$ cat config.mk
export PLATFORM = sky130hd
export DESIGN_NAME = rgb_color_filter_presets
export DESIGN_NICKNAME = d
export VERILOG_FILES = /design/src/design/rcf_pkg.sv /design/src/design/rcf_tone.sv /design/src/design/rcf_luma.sv /design/src/design/rcf_blend.sv /design/src/design/rcf_grain.sv /design/src/design/rgb_color_filter_presets.sv
export SDC_FILE = /design/constraint.sdc
export NUM_CORES = 2
export LEC_CHECK = 0
export ABC_AREA = 1
export BUFFER_PORTS_ARGS = -buffer_cell sky130_fd_sc_hd__clkbuf_2
export CAP_MARGIN = 5
export CORE_AREA = 2 2 351 353
export DETAILED_ROUTE_END_ITERATION = 10
export DIE_AREA = 0 0 353 355
export GPL_ROUTABILITY_DRIVEN = 0
export HOLD_SLACK_MARGIN = 0.08
export PLACE_DENSITY = 0.68
export SYNTH_ARGS = -nofsm -noshare
export SYNTH_HDL_FRONTEND = slang
export SYNTH_HIERARCHICAL = 1
export SYNTH_SLANG_ARGS = --single-unit
$ cat constraint.sdc
create_clock -name clk -period 9.6 [get_ports clk]
set_input_delay 1.92 -clock clk [delete_from_list [all_inputs] [get_ports clk]]
set_output_delay 1.92 -clock clk [all_outputs]
set_load 0.1 [all_outputs]
$ cat src/design/rcf_pkg.sv
// shared types, coefficients and helper functions of the color filter
package rcf_pkg;

    typedef enum logic [2:0] {
        MODE_NONE    = 3'd0,
        MODE_GRAY    = 3'd1,
        MODE_SEPIA   = 3'd2,
        MODE_CINEMA  = 3'd3,
        MODE_VINTAGE = 3'd4,
        MODE_WARM    = 3'd5,
        MODE_COOL    = 3'd6,
        MODE_BRIGHT  = 3'd7
    } mode_t;

    localparam logic REG_PRESET_MODE = 1'b0;
    localparam logic REG_BRIGHTNESS  = 1'b1;

    localparam int CFG_DATA_W = 9;

    typedef struct packed {
        logic [7:0] red_in;
        logic [7:0] green_in;
        logic [7:0] blue_in;
    } pixel_in_t;

    typedef struct packed {
        logic [7:0] red_out;
        logic [7:0] green_out;
        logic [7:0] blue_out;
    } pixel_out_t;

    typedef struct packed {
        logic [7:0] r;
        logic [7:0] g;
        logic [7:0] b;
    } rgb_t;

    // q0.16 luma weights, sum is exactly 65536
    localparam logic [15:0] LUMA_WR = 16'd19595;
    localparam logic [15:0] LUMA_WG = 16'd38470;
    localparam logic [15:0] LUMA_WB = 16'd7471;

    function automatic logic [7:0] luma_of(input rgb_t c);
        logic [25:0] acc;
        acc = 26'(c.r) * 26'(LUMA_WR) + 26'(c.g) * 26'(LUMA_WG)
            + 26'(c.b) * 26'(LUMA_WB);
        return acc[23:16];
    endfunction

    // add a signed delta and clamp to 0..255
    function automatic logic [7:0] sat_add(input logic [7:0] v,
                                           input logic signed [10:0] d);
        logic signed [11:0] s;
        s = $signed({4'b0000, v}) + $signed({d[10], d});
        if (s < 12'sd0)
            return 8'd0;
        else if (s > 12'sd255)
            return 8'd255;
        else
            return s[7:0];
    endfunction

endpackage

$ cat src/design/rcf_tone.sv
// stage one: per-preset tone transform (sepia sums, contrast, shifts, gray)
module rcf_tone (
    input  logic                clk,
    input  logic                en,
    input  rcf_pkg::mode_t      mode,
    input  logic signed [8:0]   offset,
    input  rcf_pkg::pixel_in_t  pix,
    output rcf_pkg::rgb_t       c_reg,
    output rcf_pkg::mode_t      mode_reg
);
    import rcf_pkg::*;

    function automatic logic [7:0] sepia_row(input rgb_t c, input logic [15:0] w0,
                                             input logic [15:0] w1,
                                             input logic [15:0] w2);
        logic [25:0] acc;
        acc = 26'(c.r) * 26'(w0) + 26'(c.g) * 26'(w1) + 26'(c.b) * 26'(w2);
        if (acc[25:16] > 10'd255)
            return 8'd255;
        else
            return acc[23:16];
    endfunction

    // floor(5*(v-128)/4)+128, clamped
    function automatic logic [7:0] contrast(input logic [7:0] v);
        logic signed [10:0] dv;
        logic signed [10:0] d5;
        dv = $signed({3'b000, v}) - 11'sd128;
        d5 = (dv <<< 2) + dv;
        return sat_add(8'd128, d5 >>> 2);
    endfunction

    rgb_t       src;
    rgb_t       c_next;
    rgb_t       sep;
    logic [7:0] y;
    logic signed [10:0] off_ext;

    always_comb
    begin
        src     = '{r: pix.red_in, g: pix.green_in, b: pix.blue_in};
        sep.r   = sepia_row(src, 16'd25756, 16'd50397, 16'd12386);
        sep.g   = sepia_row(src, 16'd22872, 16'd44958, 16'd11010);
        sep.b   = sepia_row(src, 16'd17826, 16'd34996, 16'd8585);
        y       = luma_of(src);
        off_ext = 11'(offset);
        c_next  = src;
        case (mode) inside
            MODE_GRAY:
                c_next = '{r: y, g: y, b: y};
            MODE_SEPIA, MODE_VINTAGE:
                c_next = sep;
            MODE_CINEMA:
            begin
                c_next.r = sat_add(contrast(src.r), 11'sd20);
                c_next.g = sat_add(contrast(src.g), 11'sd8);
                c_next.b = sat_add(contrast(src.b), -11'sd20);
            end
            MODE_WARM:
            begin
                c_next.r = sat_add(src.r, 11'sd20);
                c_next.g = sat_add(src.g, 11'sd8);
                c_next.b = sat_add(src.b, -11'sd20);
            end
            MODE_COOL:
            begin
                c_next.r = sat_add(src.r, -11'sd20);
                c_next.g = sat_add(src.g, 11'sd5);
                c_next.b = sat_add(src.b, 11'sd20);
            end
            MODE_BRIGHT:
            begin
                c_next.r = sat_add(src.r, off_ext);
                c_next.g = sat_add(src.g, off_ext);
                c_next.b = sat_add(src.b, off_ext);
            end
            default:
                c_next = src;
        endcase
    end

    always_ff @(posedge clk)
    begin
        if (en)
        begin
            c_reg    <= c_next;
            mode_reg <= mode;
        end
    end

endmodule

$ cat src/design/rcf_luma.sv
// stage two: luma of the toned pixel
module rcf_luma (
    input  logic            clk,
    input  logic            en,
    input  rcf_pkg::rgb_t   c,
    input  rcf_pkg::mode_t  mode,
    output rcf_pkg::rgb_t   c_reg,
    output logic [7:0]      y_reg,
    output rcf_pkg::mode_t  mode_reg
);
    import rcf_pkg::*;

    logic [7:0] y_next;

    assign y_next = luma_of(c);

    always_ff @(posedge clk)
    begin
        if (en)
        begin
            c_reg    <= c;
            y_reg    <= y_next;
            mode_reg <= mode;
        end
    end

endmodule

$ cat src/design/rcf_blend.sv
// stage three: blend toward luma for cinematic (dark pixels) and vintage
module rcf_blend (
    input  logic            clk,
    input  logic            en,
    input  rcf_pkg::rgb_t   c,
    input  logic [7:0]      y,
    input  rcf_pkg::mode_t  mode,
    output rcf_pkg::rgb_t   c_reg,
    output rcf_pkg::mode_t  mode_reg
);
    import rcf_pkg::*;

    function automatic logic [7:0] mix(input logic [7:0] v, input logic [7:0] l,
                                       input logic [15:0] wc, input logic [15:0] wy);
        logic [24:0] acc;
        acc = 25'(v) * 25'(wc) + 25'(l) * 25'(wy);
        return acc[23:16];
    endfunction

    logic        blend_en;
    logic [15:0] wc;
    logic [15:0] wy;
    rgb_t        c_next;

    always_comb
    begin
        blend_en = 1'b0;
        wc       = 16'd55706;
        wy       = 16'd9830;
        if (mode == MODE_CINEMA)
            blend_en = (y < 8'd80);
        else if (mode == MODE_VINTAGE)
        begin
            blend_en = 1'b1;
            wc       = 16'd45875;
            wy       = 16'd19661;
        end
        c_next = c;
        if (blend_en)
        begin
            c_next.r = mix(c.r, y, wc, wy);
            c_next.g = mix(c.g, y, wc, wy);
            c_next.b = mix(c.b, y, wc, wy);
        end
    end

    always_ff @(posedge clk)
    begin
        if (en)
        begin
            c_reg    <= c_next;
            mode_reg <= mode;
        end
    end

endmodule

$ cat src/design/rcf_grain.sv
// stage four: vintage grain offset and output register
module rcf_grain (
    input  logic                clk,
    input  logic                en,
    input  rcf_pkg::rgb_t       c,
    input  rcf_pkg::mode_t      mode,
    output rcf_pkg::pixel_out_t pix_reg
);
    import rcf_pkg::*;

    logic [3:0]         nib;
    logic signed [10:0] noise;
    pixel_out_t         pix_next;

    always_comb
    begin
        nib      = c.r[3:0] ^ c.g[3:0] ^ c.b[3:0];
        noise    = $signed({7'd0, nib}) - 11'sd8;
        pix_next = '{red_out: c.r, green_out: c.g, blue_out: c.b};
        if (mode == MODE_VINTAGE)
        begin
            pix_next.red_out   = sat_add(c.r, noise);
            pix_next.green_out = sat_add(c.g, noise);
            pix_next.blue_out  = sat_add(c.b, noise);
        end
    end

    always_ff @(posedge clk)
    begin
        if (en)
            pix_reg <= pix_next;
    end

endmodule

$ cat src/design/rgb_color_filter_presets.sv
// top level of the rgb888 preset color filter
// Filters one RGB888 pixel per transaction under the preset held in
// preset_mode (register 0); brightness_offset (register 1) feeds the
// brightness preset. Write registers only while no pixel is in flight.
// The datapath is a four-stage pipeline: tone transform, luma, luma blend,
// grain offset into the output register. A pixel enters every clock while
// the sink keeps out_ready high, and its result leaves from the grain
// register once it has passed the tone, luma and blend registers. Each stage
// has its own valid bit and advances when it is empty or the stage after it
// advances, so a stalled sink fills the empty stages first before in_ready
// drops; throughput is one transaction per cycle while out_ready is high.
module rgb_color_filter_presets (
    input  logic                                clk,
    input  logic                                rst_n,
    // configuration write port
    input  logic                                cfg_we,
    input  logic                                cfg_index,
    input  logic [rcf_pkg::CFG_DATA_W-1:0]      cfg_data,
    // pixel input channel
    input  logic                                in_valid,
    output logic                                in_ready,
    input  rcf_pkg::pixel_in_t                  in_data,
    // pixel output channel
    output logic                                out_valid,
    input  logic                                out_ready,
    output rcf_pkg::pixel_out_t                 out_data
);
    import rcf_pkg::*;

    // configuration registers
    mode_t             mode_reg;
    logic signed [8:0] offset_reg;

    always_ff @(posedge clk or negedge rst_n)
    begin
        if (!rst_n)
        begin
            mode_reg   <= MODE_NONE;
            offset_reg <= '0;
        end
        else if (cfg_we)
        begin
            unique case (cfg_index)
                REG_PRESET_MODE: mode_reg   <= mode_t'(cfg_data[2:0]);
                REG_BRIGHTNESS:  offset_reg <= $signed(cfg_data[8:0]);
                default:         ;
            endcase
        end
    end

    // per-stage valid bits
    logic [3:0] valid_reg;
    logic [3:0] valid_next;
    logic [3:0] adv;

    // a stage moves when it is empty or its successor moves
    always_comb
    begin
        adv[3] = !valid_reg[3] || out_ready;
        adv[2] = !valid_reg[2] || adv[3];
        adv[1] = !valid_reg[1] || adv[2];
        adv[0] = !valid_reg[0] || adv[1];
        valid_next[0] = adv[0] ? in_valid     : valid_reg[0];
        valid_next[1] = adv[1] ? valid_reg[0] : valid_reg[1];
        valid_next[2] = adv[2] ? valid_reg[1] : valid_reg[2];
        valid_next[3] = adv[3] ? valid_reg[2] : valid_reg[3];
    end

    always_ff @(posedge clk or negedge rst_n)
    begin
        if (!rst_n)
            valid_reg <= '0;
        else
            valid_reg <= valid_next;
    end

    assign in_ready  = adv[0];
    assign out_valid = valid_reg[3];

    // datapath stages
    rgb_t       c1;
    rgb_t       c2;
    rgb_t       c3;
    logic [7:0] y2;
    mode_t      m1;
    mode_t      m2;
    mode_t      m3;

    rcf_tone u_tone (
        .clk      (clk),
        .en       (adv[0]),
        .mode     (mode_reg),
        .offset   (offset_reg),
        .pix      (in_data),
        .c_reg    (c1),
        .mode_reg (m1)
    );

    rcf_luma u_luma (
        .clk      (clk),
        .en       (adv[1]),
        .c        (c1),
        .mode     (m1),
        .c_reg    (c2),
        .y_reg    (y2),
        .mode_reg (m2)
    );

    rcf_blend u_blend (
        .clk      (clk),
        .en       (adv[2]),
        .c        (c2),
        .y        (y2),
        .mode     (m2),
        .c_reg    (c3),
        .mode_reg (m3)
    );

    rcf_grain u_grain (
        .clk     (clk),
        .en      (adv[3]),
        .c       (c3),
        .mode    (m3),
        .pix_reg (out_data)
    );

endmodule

==> impl_metrics.env <==
export IMPL_fin_nets=8852
export IMPL_worstPathRequired_ns=9.78
export IMPL_critPathKind="reg2reg"
export IMPL_cp_end_kind="flip-flop"
export IMPL_synth_nets=8687
export IMPL_r2r_end="u_blend/c_reg[7]$_DFFE_PP_"
export IMPL_drive_gt1_share_pct=4.970
export IMPL_grt_busiest_layer="met2"
export IMPL_syn_avg_cell_area_um2=7.940
export IMPL_finalHoldViolCount=0
export IMPL_vias=46090
export IMPL_timing_rr_start="u_luma/mode_reg[1]$_DFFE_PP_"
export IMPL_hp_class="reg2reg"
export IMPL_reg2reg_setup_slack_ns=0.44
export IMPL_use_met3_pct=4.969
export IMPL_setup_tns_final_ns=0
export IMPL_seq_area_frac_synth_pct=6.981
export IMPL_status="finished, final reports clean"
export IMPL_grt_use_met2_pct=43.94
export IMPL_pin_count=65
export IMPL_grt_pass1_wl_mm=260.4
export IMPL_cts_num_sinks=129
export IMPL_period_needed_ns=9.156
export IMPL_finalMaxSlewViolations=0
export IMPL_synthCells=6844
export IMPL_cts_root_buf="clkbuf_16"
export IMPL_cts_tree="yes"
export IMPL_viasPerCell=5.330
export IMPL_setup_viol=0
export IMPL_cp_slowest_stage_delay_ns=0.76
export IMPL_hpwl_mm=146.4
export IMPL_worst_slew_pin_slew_ns=1.033
export IMPL_multi_input_area_um2=43950
export IMPL_critPathMaxFanout=10
export IMPL_die_area_um2=125300
export IMPL_ys_ff_latch=129
export IMPL_row_count=128
export IMPL_worstPathArrival_ns=9.34
export IMPL_gr_total_overflow=0
export IMPL_seqCellArea_um2=3794
export IMPL_drc_errors=0
export IMPL_layout_commonest_cell="inv_1"
export IMPL_setup_worst_path_end="u_blend/c_reg[7]$_DFFE_PP_"
export IMPL_numCtsBuffers=17
export IMPL_startpoint="u_luma/mode_reg[1]$_DFFE_PP_"
export IMPL_cts_max_level=4
export IMPL_clockBufferDepth=2
export IMPL_die_x_um=353
export IMPL_clk_insertion_delay_late_ns=0.49
export IMPL_area_growth_pct=6.694
export IMPL_synth_distinct_cells=64
export IMPL_grt_usage_pct=26.96
export IMPL_maxCapViolCount=0
export IMPL_grt_pass1_vias=46650
export IMPL_synth_edf_count=113
export IMPL_yosys_warnings=6
export IMPL_placement_io_buffers=64
export IMPL_antenna_found_initial=5
export IMPL_wl_per_cell_um=19.41
export IMPL_synth_ff_type="edfxtp_1"
export IMPL_start_kind="flip-flop"
export IMPL_drt_initial_drc_count=3655
export IMPL_mostFrequentLayoutCells="1680 x inv_1, 1229 x nand2_1, 1053 x ha_1"
export IMPL_async_flop_share_pct=12.40
export IMPL_wl_mm=167.9
export IMPL_dieHeight_um=355
export IMPL_rr_worst_depth=35
export IMPL_cts_repair_resized=0
export IMPL_fin_skew_ns=0.009346
export IMPL_hold_buffers=0
export IMPL_maxSlewHeadroom_pct=30.65
export IMPL_fmax_mhz=109.2
export IMPL_core_um2=121400
export IMPL_cts_setup_buffers=0
export IMPL_grt_max_degree=37
export IMPL_drtPass1Iterations=8
export IMPL_finalCritPeriodShare_pct=95.38
export IMPL_grtUsageMet1_pct=33.81
export IMPL_cpMaxStageDelayCell="xnor2_1"
export IMPL_start_util_pct=44.76
export IMPL_ant_nets=0
export IMPL_synth_area_um2=54340
export IMPL_rsz0062_at_grt="no"
export IMPL_path_clk_slew_ns=0.06
export IMPL_nFillCells=11870
metal layers:
layer	vias to the layer above	wire [um]
met5	-	44
met4	6	10890
met3	457	13580
met2	1886	75550
met1	21940	67820
li1	21800	-
how the worst min path moves through the flow:
stage	start	to	cells past startpoint
floorplan	u_tone/mode_reg[0]$_DFFE_PP_	u_luma/mode_reg[0]$_DFFE_PP_	0
global placement	u_tone/mode_reg[0]$_DFFE_PP_	u_luma/mode_reg[0]$_DFFE_PP_	0
detailed placement	u_tone/mode_reg[0]$_DFFE_PP_	u_luma/mode_reg[0]$_DFFE_PP_	0
CTS	u_tone/mode_reg[0]$_DFFE_PP_	u_luma/mode_reg[0]$_DFFE_PP_	0
global route	u_tone/mode_reg[0]$_DFFE_PP_	u_luma/mode_reg[0]$_DFFE_PP_	0
finish	u_tone/mode_reg[0]$_DFFE_PP_	u_luma/mode_reg[0]$_DFFE_PP_	0
through the flow:
step / util (%) / hold slack [ns] / cells / setup WS [ns] / cell area (um^2)
global route: 47.76 / 0.4416 / 8647 / 0.05752 / 57970
CTS: 47.76 / 0.4247 / 8647 / 0.4600 / 57970
floorplan: - / 0.4003 / 6844 / 0.5935 / 54340
detailed placement: 47.26 / 0.4092 / 8615 / 0.09954 / 57380
finish: 47.76 / 0.4227 / 8648 / 0.4438 / 57980
global placement: 47.26 / 0.4298 / 8615 / 0.05333 / 57380
Yosys cell counts, drive strengths merged, types with 50 or more instances:
| master | number | area share [%] |
|---|---|---|
| nand3 | 325 | 3.0 |
| fa | 751 | 28 |
| nand4 | 63 | 0.73 |
| xor2 | 146 | 2.4 |
| nor2 | 386 | 2.9 |
| nor3 | 50 | 0.51 |
| a21oi | 393 | 3.7 |
| o21ai | 220 | 2.1 |
| xnor2 | 96 | 1.6 |
| nand2 | 1266 | 9.0 |
| inv | 1704 | 12 |
| edfxtp | 113 | 6.2 |
| ha | 1053 | 24 |
critical path: cells and delay by family (launching register included):
family | cells | cell delay, ns
xor gates and xnor gates | 1 | 0.76
DFF | 1 | 0.42
AOI/OAI and AO/OA | 1 | 0.12
adders and majority gates | 10 | 4.95
buffers and inverters | 8 | 0.64
and+or+nand+nor | 15 | 1.94
cell families after synthesis:
group / count (synthesis) / share of synthesized area (%)
simple gates: 2153 / 16.96
fa+ha+maj: 1804 / 51.91
buf+inv: 1741 / 12.16
compound gates: 775 / 8.073
xor+xnor: 242 / 3.914
flops: 129 / 6.981
layout make-up:
type / instances / area share (%)
Multi-Input combinational cell: 4974 / 75.80
Inverter: 1706 / 11.05
Sequential cell: 129 / 6.543
Tap cell: 1625 / 3.507
Timing Repair Buffer: 181 / 2.067
Clock buffer: 17 / 0.7338
Clock inverter: 15 / 0.2957
Antenna cell: 1 / 0.004316
Power is left out: the tool's default activity adds up to more than one toggle a clock period on the data nets, which glitch-free logic cannot reach.
